`src/rtl/tfdb_ram.sv`:
```
// ----------------------------------------------------------------------------
// tfdb_ram
// Generic simple dual-port RAM: one write port, one read port, registered read.
// ----------------------------------------------------------------------------
`default_nettype none

module tfdb_ram #(
    parameter int WIDTH = 8,
    parameter int DEPTH = 16
) (
    input  wire logic                     clk,
    input  wire logic                     we,
    input  wire logic [$clog2(DEPTH)-1:0] waddr,
    input  wire logic [WIDTH-1:0]         wdata,
    input  wire logic [$clog2(DEPTH)-1:0] raddr,
    output logic      [WIDTH-1:0]         rdata
);

    logic [WIDTH-1:0] mem [DEPTH];
    logic [WIDTH-1:0] rdata_reg;

    always_ff @(posedge clk)
    begin
        if (we)
        begin
            mem[waddr] <= wdata;
        end
        rdata_reg <= mem[raddr];
    end

    assign rdata = rdata_reg;

endmodule

`default_nettype wire

```
`config.mk`:
```
export PLATFORM = sky130hd
export DESIGN_NAME = tfdb_ram
export DESIGN_NICKNAME = d
export VERILOG_FILES = /design/src/rtl/tfdb_ram.sv
export SDC_FILE = /design/constraint.sdc
export NUM_CORES = 1
export LEC_CHECK = 0
export BUFFER_PORTS_ARGS = -buffer_cell sky130_fd_sc_hd__buf_2
export CORE_ASPECT_RATIO = 1.5
export CORE_MARGIN = 10
export CORE_UTILIZATION = 40
export DETAILED_ROUTE_END_ITERATION = 6
export GPL_ROUTABILITY_DRIVEN = 0
export PLACE_DENSITY_LB_ADDON = 0.3
export RECOVER_POWER = 50
export SLEW_MARGIN = 5
export SYNTH_ARGS = -nofsm -noshare
export SYNTH_HDL_FRONTEND = slang
export SYNTH_SLANG_ARGS = --single-unit
```
`constraint.sdc`:
```
create_clock -name clk -period 2 [get_ports clk]
set_clock_uncertainty 0.15 [all_clocks]
set_input_delay 0.4 -clock clk [delete_from_list [all_inputs] [get_ports clk]]
set_output_delay 0.4 -clock clk [all_outputs]
set_load 0.005 [all_outputs]
```
======== After elaboration in Yosys (flattened, before gate mapping) ========
Memories as Yosys holds them, arrays and structs flattened. A register that Yosys moved wholly into a read port is not among the register bits.
Cells that the tools add are included.
cells by class
  $mul .................................... 0
  add/sub/neg operators ................... 0
  shifts and indexed selects .............. 0
  muxes and demuxes ....................... 2
  eq/ne operators ......................... 0
  magnitude comparators ................... 0
  bitwise operators ....................... 0
  div/mod/pow operators ................... 0
  reductions and logical operators ........ 0
operators by type and width
  operator  number
  $mux 1    2
storage, ports and cells
  memories kept ........................... 1
  bits in latches ......................... 0
  bits in writable memories ............... 128
  memory bits (read-only) ................. 0
  logic and storage cells ................. 3
  flip-flop bits (word level) ............. 0
  input bits .............................. 18
memories
  name  words  width  rd ports  clocked after memory_dff  wr ports  RTL line  RTL
  mem   16     8      1         1                         1         19        logic [WIDTH-1:0] mem [DEPTH];

======== Longest topological paths before layout ========
  word-level depth ........................ 2
  mapped depth ............................ 5

======== Worst setup path before layout ========
OpenSTA, ideal clock, no wires.
  kind .................................... input to register
  start ................................... in waddr[2]
  end ..................................... mem mem[0][0], enable pin
  data arrival time ....................... 1.510 ns
  path buffers ............................ 0
  required time ........................... 1.467 ns
  stages .................................. 2
  setup slack ............................. -0.043 ns
  cells stage by stage .................... or3b_2 > nor3_1
RTL lines
  element      RTL line  RTL
  from (decl)  13        input wire logic [$clog2(DEPTH)-1:0] waddr,
  to (decl)    19
No word-level cell before the write port.

==> metrics.cfg <==
[outcome]
status = finished clean

[sta]
fmax_ghz = 0.631
finalSetupTns_ps = 0
slew_viol_final = 0
tightest_slew_ps = 730
finalHoldViolations = 0
finalSetupViolCount = 0
layout_setup_ws_ps = 415
holdWs_ps = 357
fin_crit_sh = 0.793
rsz0062_at_grt = false
relSlewSlack = 0.513
fin_crit_ps = 1590

[yosys]
netlist_area_um2 = 5150
syn_inst = 229
yosysTopAreaCell = edfxtp_1
synthMuxAreaShare = 0.150
synth_xor_area_frac = 0
yosys_warnings = 0
synth-compound-area-share = 0.0233
synth.yosys.seq_area_share = 0.778
syn-num-nets = 247
ys_seq_elements = 136
yosysTopAreaCellShare = 0.747
synth_top_family_by_area = multiplexers
post-synth-top-count-cell = edfxtp_1
ys_types = 19
async_flop_share = 0
ys.flop_type = edfxtp_1
synthAdderAreaFrac = 0
avgSynthCellArea_um2 = 22.5
synth-edff-count = 128
synth_commonest_cells = edfxtp_1, mux4_2, a22oi_1, mux4_1, nor2_1
synthTopCellsByArea = edfxtp_1, mux4_2, mux4_1
synth-simple-area-share = 0.0318

[flow_run]
drv_cap = 0

[die]
die_w_um = 113
coreArea_um2 = 12600
die_h_um = 159
boundaryPins = 26
start_util = 0.409
dieArea_um2 = 17900
rows = 50

[finish]
utilization = 0.497
fill_cells = 997
largest_register_ffs = 128
multi_input_area_um2 = 1060
regArea_um2 = 4000
drive_above_1_share = 0.293
antenna_cells = 0
syn_to_final_growth_pct = 21.4
nets = 309

[power_and_ir_drop]
peakVddDrop_mv = 0.548
leakage_nw = 2.13
p_per_area_nw_per_um2 = 1090

[clock_network]
cts-buffers-inserted = 17
insertion_delay_ps = 410
cts_tree = done
cts_buffer_depth = 2
clk_pin_slew_worst_paths_ps = 50
ctsResizeCount = 0
clock-sinks = 136
cts_hold_buf = 0
clock-root-buffer = clkbuf_16
postCtsSetupBuffers = 0
ctsHtreeMaxLevel = 4

[grt]
grt_max_degree = 33
grt_pass1_vias = 2682
antenna_found_initial = 0
grt_pass1_wl_mm = 16.0
overflow = 0
grt_usage = 0.121

[setup_path]
crit_chain = buf_2 -> buf_4 -> mux4_1 -> a22oi_1 -> nand2_1
crit_family = multiplexers
start_kind = input port
crit_type = input port to flip-flop
crit_slowest_cell = mux4_1
crit_buf_inv = 2
critPathArrivalTime_ps = 1720
critPathMaxStageDelay_ps = 620
cp.required_ps = 2140
cp-end-kind = flip-flop
path_max_fanout = 4

[route]
first_pass_iters = 5
drtAntennaViolNets = 0
vias = 2485
routed_wl_mm = 10.5
vias_per_cell = 5.40
wl_per_cell_um = 22.7
drt_iter0_markers = 164
drc = 0

[place]
place_ws_ps = 0.209
io_buffers = 25
place_hpwl_mm = 6.99

[worst_hold_path]
hold_class = input port to flip-flop

## metrics by stage
| stage | instance area [um2] | cells | power (mW) |
|---|---|---|---|
| after floorplan | 5150 | 229 | 3.42 |
| after global placement | 5630 | 428 | 3.57 |
| after detailed placement | 5630 | 428 | 3.58 |
| after CTS | 6260 | 460 | 6.89 |
| after global routing | 6250 | 460 | 7.04 |
| final | 6250 | 460 | 6.82 |
## layout by cell type (no fill, tap or decap)
cell,count
edfxtp_1,128
buf_4,24
mux4_2,18
clkbuf_16,17
a22oi_1,16
clkbuf_1,16
buf_2,16
mux4_1,14
nor2_1,13
nand2_1,9
dfxtp_1,8
bufinv_16,5
nor3_1,3
buf_12,3
nand3b_1,2
nand2b_1,2
clkinv_2,2
nor2b_1,1
and2_1,1
and2b_1,1
nand3_1,1
or3b_2,1
nor3_2,1
clkbuf_8,1
clkinv_4,1
## power by group
part	internal (mW)	switching (mW)	leakage, nW
clock network	2.24	1.07	0.306
logic	0.134	0.170	0.605
registers	3.19	0.0199	1.22
## worst paths after layout
path / start / end / slack (ps) / cells after the start
worst max register to register: mem[1][0]$_DFFE_PP_ / rdata[0]$_DFF_P_ / 480 / 3
worst max-delay path: raddr[0] / rdata[0]$_DFF_P_ / 410 / 5
worst min register to register: mem[14][4]$_DFFE_PP_ / rdata[4]$_DFF_P_ / 520 / 3
worst min-delay path: wdata[6] / mem[3][6]$_DFFE_PP_ / 360 / 1
## metal layers
layer  up-vias  global-route usage  share of wire
met5         -                   0              0
met4         0              0.0619          0.018
met3        11              0.0335          0.048
met2        70               0.199           0.54
met1      1307               0.138           0.40
li1       1097                   -              -
## final cells by class
| type | count | share of cell area |
|---|---|---|
| sequential | 136 | 0.641 |
| clock buffer | 24 | 0.0739 |
| timing repair buffer | 53 | 0.0573 |
| tap | 156 | 0.0312 |
| clock inverter | 8 | 0.0270 |
| multi-input combinational | 83 | 0.170 |
## cell families (layout without fill, tap and decap cells)
logic type | count (synthesis) | after routing
flip-flops | 136 | 136
multiplexers | 32 | 32
AND/OR/NAND/NOR | 35 | 35
AO/OA/AOI/OAI | 16 | 16
buffers and inverters | 10 | 85
Power figures use the tool's default switching activity.
