==> src/rtl/tfdb_pkg.sv <==
// ----------------------------------------------------------------------------
// tfdb_pkg
// Shared widths, constants and types of the timed frame delay buffer.
// ----------------------------------------------------------------------------
`default_nettype none

package tfdb_pkg;

    localparam int DEPTH        = 1024;
    localparam int SLOT_BITS    = 10;
    localparam int DEPTH_BITS   = 11;
    localparam int COUNT_BITS   = 32;
    localparam int TIME_BITS    = 48;
    localparam int FRAME_BITS   = 32;
    localparam int DELAY_BITS   = 47;
    localparam int CFG_IDX_BITS = 1;
    localparam int CFG_DATA_BITS = 47;
    localparam int ENTRY_BITS   = 1 + TIME_BITS + FRAME_BITS;

    // register indexes on the configuration channel
    localparam logic [CFG_IDX_BITS-1:0] CFG_DELAY_NS     = 1'b0;
    localparam logic [CFG_IDX_BITS-1:0] CFG_BUFFER_DEPTH = 1'b1;

    localparam logic [DELAY_BITS-1:0] DELAY_RESET = 47'd1000000;
    localparam logic [DEPTH_BITS-1:0] DEPTH_RESET = 11'd1000;
    localparam logic [DEPTH_BITS-1:0] DEPTH_MIN   = 11'd2;
    localparam logic [DEPTH_BITS-1:0] DEPTH_MAX   = 11'd1024;

    typedef logic [TIME_BITS-1:0]  time_t;
    typedef logic [FRAME_BITS-1:0] frame_t;
    typedef logic [DELAY_BITS-1:0] delay_t;

    // one ring entry; pending is the inverse of the sent flag
    typedef struct packed {
        logic   pending;
        time_t  stamp;
        frame_t frame;
    } entry_t;

endpackage

`default_nettype wire

==> src/rtl/tfdb_age_cmp.sv <==
// ----------------------------------------------------------------------------
// tfdb_age_cmp
// Age compare unit: decides whether a stored time is older than the delay.
// ----------------------------------------------------------------------------
`default_nettype none

module tfdb_age_cmp (
    input  wire tfdb_pkg::time_t  now,
    input  wire tfdb_pkg::time_t  stored,
    input  wire tfdb_pkg::delay_t delay,
    output logic                  old_enough
);

    tfdb_pkg::time_t age;

    // age wraps modulo the time width; upper half means a future stamp
    assign age        = now - stored;
    assign old_enough = !age[tfdb_pkg::TIME_BITS-1]
                        && (age[tfdb_pkg::DELAY_BITS-1:0] > delay);

endmodule

`default_nettype wire

==> config.mk <==
export PLATFORM = sky130hd
export DESIGN_NAME = tfdb_age_cmp
export DESIGN_NICKNAME = d
export VERILOG_FILES = /design/src/rtl/tfdb_pkg.sv /design/src/rtl/tfdb_age_cmp.sv
export SDC_FILE = /design/constraint.sdc
export NUM_CORES = 1
export LEC_CHECK = 0
export ABC_CLOCK_PERIOD_IN_PS = 5750
export BUFFER_PORTS_ARGS = -buffer_cell sky130_fd_sc_hd__buf_2
export CORE_AREA = 4 4 108 110
export DETAILED_ROUTE_END_ITERATION = 12
export DIE_AREA = 0 0 112 114
export GPL_ROUTABILITY_DRIVEN = 0
export PLACE_DENSITY = 0.78
export SLEW_MARGIN = 40
export SYNTH_ARGS = -nofsm -noshare
export SYNTH_HDL_FRONTEND = slang
export SYNTH_SLANG_ARGS = --single-unit
==> constraint.sdc <==
create_clock -name vclk -period 5.75
set_clock_uncertainty 0.15 [all_clocks]
set_input_delay 1.15 -clock vclk [all_inputs]
set_output_delay 1.15 -clock vclk [all_outputs]
set_load 0.005 [all_outputs]
# Word-level counts from Yosys, hierarchy flattened
# Cells that the tools add are included.
dict set report totals {
  reg_bits 0
  elab_cells 4
}
dict set report classes {
  n_addsub 1
  n_lt_le_gt_ge 1
  reduce_logical 2
}
# operator n
set op_table {}
lappend op_table {{$sub A48 B48 Y48} 1}
lappend op_table {{$gt A47 B47 Y1} 1}
lappend op_table {{$logic_and A1 B1 Y1} 1}
lappend op_table {{$logic_not A1 Y1} 1}

# Depth between registers and ports, before layout
dict set report logic_depth {
  depth_word 3
  depth_mapped 21
  ltp_nobuf 21
}

# Worst setup path after synthesis
# No wires, ideal clock.
dict set report synth_path {
  kind {input port to output port}
  startpoint {input port now[0]}
  endpoint {output port old_enough}
  arrival_ns 4.786
  required_time_ns 4.450
  setup_slack_ns -0.336
  cell_stages 21
  cell_sequence {inv_1 ha_1 inv_1 fa_1 a211oi_1 o211ai_1 a21oi_1 o221ai_2 nand2_2 o31a_4 o21a_1 xnor2_1 ha_1 and4_1 nor3b_1 nand4_1 and2_1 a22oi_1 nand2_1 a32oi_1 nand3_1}
}
dict set report synth_between {
  elab_chain_cells 3
}
# item line_no
set synth_rtl {}
lappend synth_rtl {{start, declared} tfdb_age_cmp.sv:8} ;# input wire tfdb_pkg::time_t now,
lappend synth_rtl {{$sub A48 B48 Y48 *} tfdb_age_cmp.sv:17} ;# assign age = now - stored;
lappend synth_rtl {{$gt A47 B47 Y1 or $logic_not A1 Y1 (tied branches)} {tfdb_age_cmp.sv:19, tfdb_age_cmp.sv:18}}
lappend synth_rtl {{$logic_and A1 B1 Y1 *} tfdb_age_cmp.sv:19} ;# && (age[tfdb_pkg::DELAY_BITS-1:0] > delay);
lappend synth_rtl {{end, declared} tfdb_age_cmp.sv:11} ;# output logic old_enough
# Mark *: on every way between the ends. The rest lies on a longest branch, timed or not.

# Worst setup path after layout
dict set report layout_path {
  startpoint {input port stored[1]}
  endpoint {output port old_enough}
}
dict set report layout_between {
  elab_chain_cells 3
}
# item line_no
set layout_rtl {}
lappend layout_rtl {{start, declared} tfdb_age_cmp.sv:9} ;# input wire tfdb_pkg::time_t stored,
lappend layout_rtl {{$sub A48 B48 Y48 *} tfdb_age_cmp.sv:17}
lappend layout_rtl {{$gt A47 B47 Y1 or $logic_not A1 Y1 (tied branches)} {tfdb_age_cmp.sv:19, tfdb_age_cmp.sv:18}}
lappend layout_rtl {{$logic_and A1 B1 Y1 *} tfdb_age_cmp.sv:19}
# Marked as above.

==> key figures <==
Outcome
  – Violated checks: setup timing
  – Status: finished with violations

Setup path
  – Cells along the critical path: buf_6 > inv_4 > ha_4 > nor2b_4 > o31ai_4 > a2111oi_4 > buf_4 > o211ai_1 > nand3_2 > a2111oi_4 > nor3_2 > xor2_1 > ha_1 > nand4_1 > nor3b_2 > nand4_1 > buf_4 > a22oi_2 > nand2_2 > a32oi_1 > nand3_1 > buf_2
  – Crit-path max cell delay: 420 ps
  – CP delay by family, top: compound AO/OA/AOI/OAI gates
  – Req. time, crit path: 4450 ps
  – Crit path DAT: 5170 ps
  – Crit-path slowest cell: a2111oi_4
  – Crit end category: primary output
  – Startpoint types: input pin
  – Worst-path fanout max: 3
  – Crit Path Class: input pin to primary output
  – Buf/Inv on CP: 5

Cells and area
  – Util after Layout: 58.6%
  – CLK BUF: 0
  – Post-route cell area: 6270 um^2
  – Filler instances: 1,028
  – Most frequent cells in the layout: 141 x buf_2, 131 x buf_4, 101 x inv_1, 86 x ha_1, 54 x a21oi_1
  – # diodes: 0
  – FF+latch area: 0 um^2
  – Nets@finish: 1,124
  – Layout cells sized above 1: 36.8%
  – Area growth syn-to-layout: 49.9%
  – Non-Filler Instances: 1,024
  – Commonest non-fill, non-tap cell in the layout: buf_2
  – Seq cells: 0

Drt
  – DR DRC count: 0
  – DRT Pass-1 Iters: 5
  – Routed wire length: 13,300 um
  – Initial drt markers: 212
  – Antenna Nets Post-Route: 0
  – Via density: 5.17
  – Vias: 5,298
  – Routed wire length per instance: 13.0 um

Placement
  – Cell Area, Placed: 5960 um^2
  – Hpwl dp: 11,600 um
  – Dpl ws: -726 ps
  – Cell Count Post-Placement: 1,011
  – Port Buffers: 144

Timing
  – Fmax: 0.155 GHz
  – Max-slew violations: 0
  – Final WS setup: -720 ps
  – Setup Viol. Count Final: 1
  – Final hold vios: 0
  – Post-route minimum period: 6470 ps
  – Tcrit/Tclk final: 113%
  – TNS Setup: -720 ps
  – Worst-margin pin slew: 427 ps
  – Relative max-transition margin: 71.2%
  – Hold Slack: 2750 ps
  – RSZ-0062 raised after global routing: yes

Synthesis
  – Post-synth top area share: 28.1%
  – Post-Syn Nets: 858
  – Seq/Total Area, Yosys: 0%
  – Cells after Synth: 620
  – Synth top area cells: ha_1 28%, inv_1 9.4%, a21oi_1 6.9%
  – Syn_area_per_cell: 6.75 um^2
  – Leading area contributor after synthesis: ha_1
  – Library cells used by synthesis: 66
  – Yosys warns: 0
  – Post-Syn Area: 4180 um^2

Floorplanning
  – Initial core utilization: 39.1%
  – Chip Height: 114 um
  – Die W: 112 um
  – Die area: 12,800 um^2
  – Ports: 144
  – Std-Cell Rows: 38
  – CORE AREA: 10,700 um^2

Power
  – Total Power: 0.752 mW
  – Leak pwr: 3.49 nW
  – PD cells: 120 nW/um^2
  – Max IR drop VDD: 0.0000558 V

Min path
  – Min-delay worst type: input pin to primary output

GRT
  – Initial antenna violation count: 0
  – Total congestion overflow: 0
  – Vias in the first global route: 5,271
  – Global-route wire length before repair: 22,400 um
  – Gr usage total: 19.9%
  – Pin count of the biggest net entering global routing: 9

Job
  – # Max-Cap Violations: 0

CTS
  – Hold_buf cts: 0
-- worst min-delay path, stage by stage --
cell and delay [ps]:
buf_2 90, ha_1 190, a32oi_1 110, nand3_1 90
buf_2 120
-- synth_stat cells (all sizes together) (4+ instances only) --
library cell and count:
a2111oi 4, a211oi 9, a21o 30, a21oi 59, a31oi 6, and2 7, and3 4, buf 5
clkbuf 7, ha 94, inv 105, nand2 49, nand2b 9, nand3 15, nand4 18, nor2 41
nor2b 5, nor3 12, o211ai 6, o21a 7, o21ai 33, o21bai 10, xnor2 23, xor2 16
-- final timing paths --
| path | depth (start not counted) | end | startpoint | slack, ps |
|---|---|---|---|---|
| worst max-delay path | 22 | old_enough | stored[1] | -720 |
| worst min-delay path | 5 | old_enough | now[46] | 2750 |
-- repair_timing --
| action | 4_1_cts | 5_1_grt |
|---|---|---|
| hold endpoints to repair | 0 | 0 |
| setup buffers | 12 | 1 |
| pin swaps | 35 | 15 |
| endpoints found under the setup margin | 1 | 1 |
| resized for setup | 34 | 7 |
-- logic make-up (layout without fill, tap and decap cells) --
group	count (synthesis)	count (layout)	synth area share [%]
adder cells (fa/ha/maj)	95	95	28.6
AO/OA/AOI/OAI	195	195	31.8
buffers and inverters	117	381	10.7
AND/OR/NAND/NOR	173	173	20.5
multiplexers	1	1	0.269
XOR/XNOR	39	39	8.16
-- cell type report --
class	count	area [um^2]	share of cell area, %
Multi-Input combinational cell	503	3960	63.2
Timing Repair Buffer	276	1730	27.7
Inverter	105	399	6.36
Tap cell	140	175	2.79
-- metal layers --
layer | global-route usage, % | wire, um | up-vias
met1 | 24.6 | 5670 | 2378
met5 | 0 | 0 | -
met3 | 2.28 | 730 | 8
met2 | 38.4 | 6840 | 162
li1 | - | - | 2750
met4 | 1.92 | 99 | 0
-- report_power, final --
group          leakage (nW)  switching, mW  internal [mW]  total, mW
Combinational          3.49          0.370          0.382      0.752
Sequential                0              0              0          0
Clock                     0              0              0          0
Power figures use the tool's default switching activity.
